$ cat src/hdl/lbc_pkg.sv
`default_nettype none

package lbc_pkg;

  // Sequencer phase codes
  localparam logic [4:0] PH_OFF           = 5'd0;
  localparam logic [4:0] PH_INIT          = 5'd1;
  localparam logic [4:0] PH_INIT2         = 5'd2;
  localparam logic [4:0] PH_WRITE_DTR     = 5'd3;
  localparam logic [4:0] PH_REMOVE        = 5'd4;
  localparam logic [4:0] PH_REMOVE2       = 5'd5;
  localparam logic [4:0] PH_RANDOM        = 5'd6;
  localparam logic [4:0] PH_RANDOM2       = 5'd7;
  localparam logic [4:0] PH_RANDOM_WAIT   = 5'd8;
  localparam logic [4:0] PH_START_SEARCH  = 5'd9;
  localparam logic [4:0] PH_SEARCH_H      = 5'd10;
  localparam logic [4:0] PH_SEARCH_M      = 5'd11;
  localparam logic [4:0] PH_SEARCH_L      = 5'd12;
  localparam logic [4:0] PH_COMPARE       = 5'd13;
  localparam logic [4:0] PH_CHECK         = 5'd14;
  localparam logic [4:0] PH_PROGRAM       = 5'd15;
  localparam logic [4:0] PH_VERIFY        = 5'd16;
  localparam logic [4:0] PH_VERIFY_ANSWER = 5'd17;
  localparam logic [4:0] PH_WITHDRAW      = 5'd18;
  localparam logic [4:0] PH_TERMINATE     = 5'd19;

  // Bus command codes
  localparam logic [3:0] CMD_INITIALISE   = 4'd0;
  localparam logic [3:0] CMD_SET_DTR      = 4'd1;
  localparam logic [3:0] CMD_DTR_AS_SHORT = 4'd2;
  localparam logic [3:0] CMD_RANDOMISE    = 4'd3;
  localparam logic [3:0] CMD_SEARCH_H     = 4'd4;
  localparam logic [3:0] CMD_SEARCH_M     = 4'd5;
  localparam logic [3:0] CMD_SEARCH_L     = 4'd6;
  localparam logic [3:0] CMD_COMPARE      = 4'd7;
  localparam logic [3:0] CMD_PROGRAM      = 4'd8;
  localparam logic [3:0] CMD_VERIFY       = 4'd9;
  localparam logic [3:0] CMD_WITHDRAW     = 4'd10;
  localparam logic [3:0] CMD_TERMINATE    = 4'd11;

  // Item kinds
  localparam logic KIND_START = 1'b0;
  localparam logic KIND_TICK  = 1'b1;

  // Configuration register indexes
  localparam logic REG_FIRST_SHORT_ADDRESS = 1'b0;
  localparam logic REG_ONLY_UNADDRESSED    = 1'b1;

  localparam logic [23:0] ADDR_MASK     = 24'hFFFFFF;
  localparam logic [23:0] ADDR_TOP      = 24'h800000;
  localparam logic [4:0]  SEARCH_BITS   = 5'd24;
  localparam logic [7:0]  VALUE_ALL     = 8'hFF;
  localparam logic [7:0]  VALUE_BCAST   = 8'd63;
  localparam logic [7:0]  VERIFY_ACK    = 8'hFF;

  typedef struct packed {
    logic [4:0]  phase;
    logic [23:0] search_address;
    logic [4:0]  search_step;
    logic [7:0]  short_address;
  } lbc_state_t;

  typedef struct packed {
    logic       send_valid;
    logic [3:0] command_code;
    logic [7:0] command_value;
  } lbc_cmd_t;

  typedef struct packed {
    logic [7:0] first_short_address;
    logic       only_unaddressed;
  } lbc_cfg_t;

endpackage

`default_nettype wire

$ cat src/hdl/lbc_step.sv
`default_nettype none

module lbc_step (
  input  var lbc_pkg::lbc_state_t st,
  input  var lbc_pkg::lbc_cfg_t   cfg,
  input  wire logic               kind,
  input  wire logic               bus_idle,
  input  wire logic               idle_long,
  input  wire logic               answer_present,
  input  wire logic [7:0]         answer_byte,
  output lbc_pkg::lbc_state_t     st_next,
  output lbc_pkg::lbc_cmd_t       cmd
);
  import lbc_pkg::*;

  logic [7:0]  init_value;
  logic [7:0]  prog_value;
  logic [23:0] step_delta;

  assign init_value = cfg.only_unaddressed ? VALUE_ALL : 8'd0;
  assign prog_value = {st.short_address[6:0], 1'b1};
  assign step_delta = ADDR_TOP >> st.search_step;

  // One sequencer step per item
  always_comb begin
    st_next = st;
    cmd     = '0;
    if (kind == KIND_START) begin
      st_next.short_address = cfg.first_short_address;
      st_next.phase         = PH_INIT;
    end else if (bus_idle) begin
      case (st.phase)
        PH_INIT: begin
          cmd           = '{1'b1, CMD_INITIALISE, init_value};
          st_next.phase = PH_INIT2;
        end
        PH_INIT2: begin
          cmd           = '{1'b1, CMD_INITIALISE, init_value};
          st_next.phase = cfg.only_unaddressed ? PH_RANDOM : PH_WRITE_DTR;
        end
        PH_WRITE_DTR: begin
          cmd           = '{1'b1, CMD_SET_DTR, VALUE_ALL};
          st_next.phase = PH_REMOVE;
        end
        PH_REMOVE: begin
          cmd           = '{1'b1, CMD_DTR_AS_SHORT, VALUE_BCAST};
          st_next.phase = PH_REMOVE2;
        end
        PH_REMOVE2: begin
          cmd           = '{1'b1, CMD_DTR_AS_SHORT, VALUE_BCAST};
          st_next.phase = PH_RANDOM;
        end
        PH_RANDOM: begin
          cmd           = '{1'b1, CMD_RANDOMISE, 8'd0};
          st_next.phase = PH_RANDOM2;
        end
        PH_RANDOM2: begin
          cmd           = '{1'b1, CMD_RANDOMISE, 8'd0};
          st_next.phase = PH_RANDOM_WAIT;
        end
        PH_RANDOM_WAIT: begin
          if (idle_long) begin
            st_next.phase = PH_START_SEARCH;
          end
        end
        PH_START_SEARCH: begin
          st_next.search_step    = 5'd0;
          st_next.search_address = ADDR_MASK;
          cmd                    = '{1'b1, CMD_SEARCH_H, ADDR_MASK[23:16]};
          st_next.phase          = PH_SEARCH_M;
        end
        PH_SEARCH_H: begin
          cmd           = '{1'b1, CMD_SEARCH_H, st.search_address[23:16]};
          st_next.phase = PH_SEARCH_M;
        end
        PH_SEARCH_M: begin
          cmd           = '{1'b1, CMD_SEARCH_M, st.search_address[15:8]};
          st_next.phase = PH_SEARCH_L;
        end
        PH_SEARCH_L: begin
          cmd           = '{1'b1, CMD_SEARCH_L, st.search_address[7:0]};
          st_next.phase = PH_COMPARE;
        end
        PH_COMPARE: begin
          cmd           = '{1'b1, CMD_COMPARE, 8'd0};
          st_next.phase = PH_CHECK;
        end
        PH_CHECK: begin
          // Binary search: answer means some device is at or below the address
          if (answer_present) begin
            if (st.search_step >= SEARCH_BITS) begin
              st_next.phase = PH_PROGRAM;
            end else begin
              st_next.search_address = st.search_address - step_delta;
              st_next.phase          = PH_SEARCH_H;
            end
          end else if (st.search_step == 5'd0 || st.search_step > SEARCH_BITS) begin
            st_next.phase = PH_TERMINATE;
          end else if (st.search_step == SEARCH_BITS) begin
            st_next.search_address = st.search_address + 24'd1;
            st_next.phase          = PH_SEARCH_H;
          end else begin
            st_next.search_address = st.search_address + step_delta;
            st_next.phase          = PH_SEARCH_H;
          end
          st_next.search_step = st.search_step + 5'd1;
        end
        PH_PROGRAM: begin
          cmd           = '{1'b1, CMD_PROGRAM, prog_value};
          st_next.phase = PH_VERIFY;
        end
        PH_VERIFY: begin
          cmd           = '{1'b1, CMD_VERIFY, prog_value};
          st_next.phase = PH_VERIFY_ANSWER;
        end
        PH_VERIFY_ANSWER: begin
          if (answer_present && answer_byte == VERIFY_ACK) begin
            st_next.short_address = st.short_address + 8'd1;
            st_next.phase         = PH_WITHDRAW;
          end else begin
            st_next.phase = PH_TERMINATE;
          end
        end
        PH_WITHDRAW: begin
          cmd           = '{1'b1, CMD_WITHDRAW, 8'd0};
          st_next.phase = PH_START_SEARCH;
        end
        PH_TERMINATE: begin
          cmd           = '{1'b1, CMD_TERMINATE, 8'd0};
          st_next.phase = PH_OFF;
        end
        default: begin
          st_next = st;
        end
      endcase
    end
  end

endmodule

`default_nettype wire

$ cat src/hdl/lighting_bus_commissioning_fsm.sv
// Commissioning sequencer for a lighting control bus, master side.
// Input channel (in_valid/in_ready): a start item (kind 0) restarts the
// sequence; a tick item (kind 1) reports one bus observation and, when the
// bus is idle, may issue one command (code and value byte).
// Output channel (out_valid/out_ready): exactly one result item per input
// item, in order: send_valid, command_code, command_value, active and
// next_address as they stand after that item. The result is registered and
// presented in the cycle after its item is accepted. One item per cycle
// unless the receiver stalls, set by the single registered state update
// (phase, search address, step, short address). While the receiver stalls
// the result register holds its item and in_ready drops; it rises again
// in the same cycle the result is taken. The user must write configuration
// (cfg_write/cfg_index/cfg_data) only while idle; the block does not
// enforce it. Reset: off phase, search address all ones, step and short
// address zero, both configuration registers zero, output register empty.
`default_nettype none

module lighting_bus_commissioning_fsm (
  input  wire logic       clk,
  input  wire logic       rst,
  input  wire logic       cfg_write,
  input  wire logic       cfg_index,
  input  wire logic [7:0] cfg_data,
  input  wire logic       in_valid,
  output logic            in_ready,
  input  wire logic       kind,
  input  wire logic       bus_idle,
  input  wire logic       idle_long,
  input  wire logic       answer_present,
  input  wire logic [7:0] answer_byte,
  output logic            out_valid,
  input  wire logic       out_ready,
  output logic            send_valid,
  output logic [3:0]      command_code,
  output logic [7:0]      command_value,
  output logic            active,
  output logic [7:0]      next_address
);
  import lbc_pkg::*;

  lbc_cfg_t   cfg;
  lbc_state_t st;
  lbc_state_t st_next;
  lbc_cmd_t   cmd;
  logic       accept;

  assign in_ready = !out_valid || out_ready;
  assign accept   = in_valid && in_ready;

  lbc_step u_step (
    .st             (st),
    .cfg            (cfg),
    .kind           (kind),
    .bus_idle       (bus_idle),
    .idle_long      (idle_long),
    .answer_present (answer_present),
    .answer_byte    (answer_byte),
    .st_next        (st_next),
    .cmd            (cmd)
  );

  // Configuration registers
  always_ff @(posedge clk) begin
    if (rst) begin
      cfg <= '0;
    end else if (cfg_write) begin
      case (cfg_index)
        REG_FIRST_SHORT_ADDRESS: cfg.first_short_address <= cfg_data;
        REG_ONLY_UNADDRESSED:    cfg.only_unaddressed    <= cfg_data[0];
        default:                 cfg <= cfg;
      endcase
    end
  end

  // Sequencer state
  always_ff @(posedge clk) begin
    if (rst) begin
      st.phase          <= PH_OFF;
      st.search_address <= ADDR_MASK;
      st.search_step    <= 5'd0;
      st.short_address  <= 8'd0;
    end else if (accept) begin
      st <= st_next;
    end
  end

  // Result register valid
  always_ff @(posedge clk) begin
    if (rst) begin
      out_valid <= 1'b0;
    end else if (accept) begin
      out_valid <= 1'b1;
    end else if (out_ready) begin
      out_valid <= 1'b0;
    end
  end

  // Result register payload
  always_ff @(posedge clk) begin
    if (accept) begin
      send_valid    <= cmd.send_valid;
      command_code  <= cmd.command_code;
      command_value <= cmd.command_value;
      active        <= (st_next.phase != PH_OFF);
      next_address  <= st_next.short_address;
    end
  end

endmodule

`default_nettype wire

$ cat config.mk
export PLATFORM = sky130hd
export DESIGN_NAME = lighting_bus_commissioning_fsm
export DESIGN_NICKNAME = d
export VERILOG_FILES = /design/src/hdl/lbc_pkg.sv /design/src/hdl/lbc_step.sv /design/src/hdl/lighting_bus_commissioning_fsm.sv
export SDC_FILE = /design/constraint.sdc
export NUM_CORES = 1
export LEC_CHECK = 0
export ABC_AREA = 1
export BUFFER_PORTS_ARGS = -buffer_cell sky130_fd_sc_hd__buf_2
export CAP_MARGIN = 5
export CORE_UTILIZATION = 45
export CTS_BUF_LIST = sky130_fd_sc_hd__clkbuf_4
export CTS_CLUSTER_DIAMETER = 150
export DETAILED_ROUTE_END_ITERATION = 10
export SLEW_MARGIN = 10
export SYNTH_ARGS = -nofsm -noshare
export SYNTH_HDL_FRONTEND = slang
export SYNTH_HIERARCHICAL = 1
export SYNTH_SLANG_ARGS = --single-unit
$ cat constraint.sdc
create_clock -name clk -period 8.2 [get_ports clk]
set_clock_uncertainty 0.15 [all_clocks]
set_input_delay 1.64 -clock clk [delete_from_list [all_inputs] [get_ports clk]]
set_output_delay 1.64 -clock clk [all_outputs]
set_load 0.01 [all_outputs]
* Yosys cells after proc, flatten, opt, wreduce, memory -nomap -nowiden
Index checks and enable logic that the tools add are counted.
Cells by class: $add $sub $neg 5, multiply operators 0, divide/modulo/power cells 0, $lt $le $gt $ge 2, equal/unequal tests 23, shift-type cells 1, mux-type cells 22, bitwise gates (word level) 1, reduce and logical (&&, ||, !) cells 18
Operators by type and width (number):
- case mux 13 bit (13 select lines) | 1
- case mux 5 bit (18 select lines) | 1
- two-way mux 29 bit | 3
- two-way mux 24 bit | 3
- case mux 29 bit (2 select lines) | 1
- two-way mux 42 bit | 1
- equality test 5 x 4 -> 1 bit (second input constant) | 8
- two-way mux 8 bit | 4
- equality test 5 bit (second input constant) | 5
- adder 24 x 1 -> 24 bit (second input constant) | 1
- adder 24 bit | 1
- >> shifter 24 x 5 -> 24 bit (first input constant) | 1
- subtractor 24 bit | 1
- equality test 5 x 3 -> 1 bit (second input constant) | 4
- two-way mux 5 bit | 3
- equality test 5 x 2 -> 1 bit (second input constant) | 2
- adder 8 x 1 -> 8 bit (second input constant) | 1
- equality test 8 bit (second input constant) | 1
- OR reduction 2 bit | 4
- two-way mux 3 bit | 2
- != test 3 bit (second input constant) | 2
- AND reduction 2 bit | 3
- AND reduction 6 bit | 1
- adder 5 x 1 -> 5 bit (second input constant) | 1
- other kinds (12) | 17
Word-level totals: flip-flop bits (word level) 74, latch bits 0, memory bits (writable) 0, ROM bits 0, bits of input ports 26, output and inout bits 24, logic and storage cells 84, memories kept 0

* Logic depth before layout (Yosys ltp)
depth in word-level cells 11, mapped depth 23, mapped depth without buffers 23

* Hierarchy
Netlist, hierarchy kept.
By module, submodules not included:
- lbc_step | times used 1, cells each 1042, area each 5225.0 µm², sequential area each 0.0 µm²
- lighting_bus_commissioning_fsm | times used 1, cells each 295, area each 2721.4 µm², sequential area each 1701.6 µm²

* Least setup slack after synthesis
OpenSTA, ideal clock, no wires.
kind input -> output, from input out_ready, to output in_ready, arrival time 1.931 ns, path slack 4.479 ns, stages on the path 3, buffers on the path 1, path through inv_2 > nand2_4 > buf_4
On the way: cells in the longest elaborated chain, start to end 1
RTL lines:
- start, declared | line lighting_bus_commissioning_fsm.sv:32 | input wire logic out_ready,
- logical OR 1 bit | line lighting_bus_commissioning_fsm.sv:47 | assign in_ready = !out_valid || out_ready;
- end, declared | line lighting_bus_commissioning_fsm.sv:25 | output logic in_ready,
Every way passes these cells.

* Final worst setup path
Ends and elaborated chain as after synthesis.

==> impl_metrics.csv <==
group,metric,value,unit
cells_and_area,drive_above_1_share,8.705,%
synthesis,yosysTopAreaCellShare,17.34,%
cells_and_area,multi_input_area,0.005225,sq mm
cts,ctsResizeCount,0,
cts,clkSinkCount,74,
cts,cts-root-buf,"clkbuf_4",
cts,clock_latency,0.45,ns
worst_setup_path,cp-end-kind,"output port",
cts,cts_buffer_depth,2,
die,coreArea,0.01730,sq mm
synthesis,synthXorXnorAreaFrac,2.094,%
synthesis,yosys-top-cells-count,"367 x nand2_1, 184 x inv_1, 147 x nor2_1",
timing,fmax,231.4,MHz
synthesis,ys_warn_count,6,
die,fp.dieArea,0.01819,sq mm
global_routing,grtUsageTotal,31.35,%
pwr,pwr_density_cell,128.5,mW/mm^2
timing,layout_min_cycle_time,4.322,ns
job,cap_viol_max_count,0,
place,routabilityCongestion,1.049,
drt,post_drt_wl_per_cell,17.53,um
cts,cts_tree,"built",
cells_and_area,fin_nets,1443,
cells_and_area,syn2layout_area_growth,5.401,%
pwr,finalPower,0.001076,W
drt,drc,0,
synthesis,synth_cells,1337,
drt,finalWirelength,27.93,mm
synthesis,synth_area_leader_cell,"nand2_1",
worst_setup_path,crit_required,6.41,ns
timing,slew_headroom,35.84,%
worst_setup_path,cpPeakStageDelay,0.50,ns
timing,setup_violations,0,
worst_setup_path,cp_top_family,"simple AND/OR/NAND/NOR gates",
worst_setup_path,critPathMaxFanout,63,
die,io_pins,50,
place,portBuffers,49,
die,dieWidth,134.9,um
global_routing,grt_pass1_vias,7787,
drt,drt_iter0_drc,948,
synthesis,synth_fp_nets,1418,
synthesis,synthSimpleGateAreaFrac,38.73,%
synthesis,synth_area_leaders,"nand2_1 17%, dfxtp_1 13%, inv_1 8.7%",
timing,hold_viol_final,0,
timing,drv_slew,0,
worst_setup_path,cp-start-kind,"primary input",
synthesis,avgSynthCellArea,5.943,sq um
die,rows,48,
synthesis,synth_top_family_by_area,"simple AND/OR/NAND/NOR gates",
cells_and_area,final_util,48.42,%
timing,rsz0062_at_grt,"no",
cells_and_area,seqCellArea,0.001702,sq mm
worst_setup_path,worst-path-buf-inv,3,
die,start_util,45.94,%
worst_setup_path,cp_data_arrival_time,2.53,ns
cts,hold_buffers,0,
min_path,hp-class,"reg2reg",
cells_and_area,nFillCells,1902,
synthesis,synthAdderAreaFrac,8.849,%
synthesis,yosysMostFrequentCell,"nand2_1",
drt,first_pass_iters,5,
global_routing,grt_pass1_wl,43.51,mm
die,dieHeight,134.9,um
status,status,"completed",
cts,cts_setup_buffers,0,
cts,cts_htree_levels,3,
drt,drtAntennaViolNets,0,
synthesis,netlist_area,0.007946,sq mm
synthesis,async_reset_ff_share,0,%
timing,worst_pin_slew,0.9613,ns
synthesis,synth_edf_count,22,
synthesis,ys_ff_latch,74,
place,post-dp-hpwl,22.03,mm
worst_setup_path,path_class,"in2out",
pwr,ir_worst_vdd,0.08217,mV
drt,vias_per_cell,5.541,
drt,num_vias,8827,
synthesis,synth_compound_area_share,16.08,%
synthesis,yosysSeqAreaShare,21.41,%
worst_setup_path,cp_slowest_cell,"nand2_4",
timing,fin_tns_setup,0,ns
worst_setup_path,path_cells,"buf_2 > inv_2 > nand2_4 > buf_2",
global_routing,grt_start_max_net_pins,64,
global_routing,antenna_found_initial,1,
synthesis,yosys_most_used_dff,"dfxtp_1",
synthesis,yosys-mux-area-fraction,0,%
pwr,p_leak,4.207,nW
global_routing,grt_overflow,0,
worst_setup_path,path_common_cell,"buf_2",
timing,min_period_over_period,52.71,%
cts,numCtsBuffers,9,
cts,clkTransAtPathRegs,0.13,ns
synthesis,synthDistinctLibCells,49,
-- final timing paths --
kind / startpoint / to / slack (ns) / depth (start not counted)
worst max-delay path: out_ready / in_ready / 3.88 / 4
worst min-delay path: cfg[8] / cfg[8] / 0.35 / 2
worst max register to register: st[11] / st[34] / 4.38 / 19
worst min register to register: cfg[8] / cfg[8] / 0.35 / 2
-- stage by stage --
step / setup slack [ns] / hold WS [ns] / instances / instance area (sq um)
after floorplan: 4.479 / 0.2958 / 1337 / 7946
after global placement: 3.877 / 0.3203 / 1576 / 8255
after detailed placement: 3.890 / 0.3298 / 1576 / 8255
after CTS: 3.889 / 0.3529 / 1592 / 8373
after global routing: 3.815 / 0.3753 / 1593 / 8376
final: 3.878 / 0.3493 / 1593 / 8376
-- where the power goes --
part / switching, W / internal [W] / leakage [nW] / total, W
Clock: 0.000140 / 0.0000662 / 0.0644 / 0.000206
Combinational: 0.000285 / 0.000136 / 3.49 / 0.000421
Sequential: 0.0000443 / 0.000405 / 0.651 / 0.000449
Total: 0.000469 / 0.000607 / 4.21 / 0.00108
-- cells by family after synthesis --
kind of cell / count (synthesis)
compound gates: 227
xor+xnor: 19
fa+ha+maj: 55
buf+inv: 247
flops: 74
simple gates: 715
-- layout make-up --
| class | instances | share of cell area, % |
|---|---|---|
| clock buffers | 10 | 0.8963 |
| clock inverters | 6 | 0.5079 |
| inverters | 211 | 9.486 |
| diodes | 1 | 0.02988 |
| flip-flops and latches | 74 | 20.32 |
| repair buffers | 50 | 3.018 |
| well taps | 225 | 3.361 |
| multi-input cells | 1016 | 62.38 |
-- tightest hold or removal path, cell delays in order (launching register included) --
cell and delay, ns:
dfxtp_1 0.33, nor2_1 0.09, nor2_1 0.05
-- registers in the layout, summed over array words and instances, names as in the netlist --
register,cells
send_valid,1
active,1
cfg,9
st,42
out_valid,1
next_address,8
command_value,8
command_code,4
-- layer usage --
metal	vias up	share of wire (%)	global-route usage, %
met5	-	0	0
li1	4402	-	-
met1	4014	49	47.89
met4	0	2.2	8.552
met3	37	8.2	4.880
met2	374	41	44.64
-- placed cells by master (no fill, tap or decap), types with 6 or more instances in the layout --
master,count
dfxtp_1,52
nor2_1,147
inv_1,184
inv_2,24
nor2_2,6
o22ai_1,12
nor3_1,20
o21ai_1,12
nand2_1,367
o21bai_1,12
edfxtp_1,22
o211ai_1,7
o21ai_0,64
xor2_1,14
nor2_4,6
nand4_1,16
ha_1,53
a21oi_1,97
buf_2,49
a31oi_1,9
clkbuf_4,10
nand3_1,129
(Power assumes the default switching activity.)
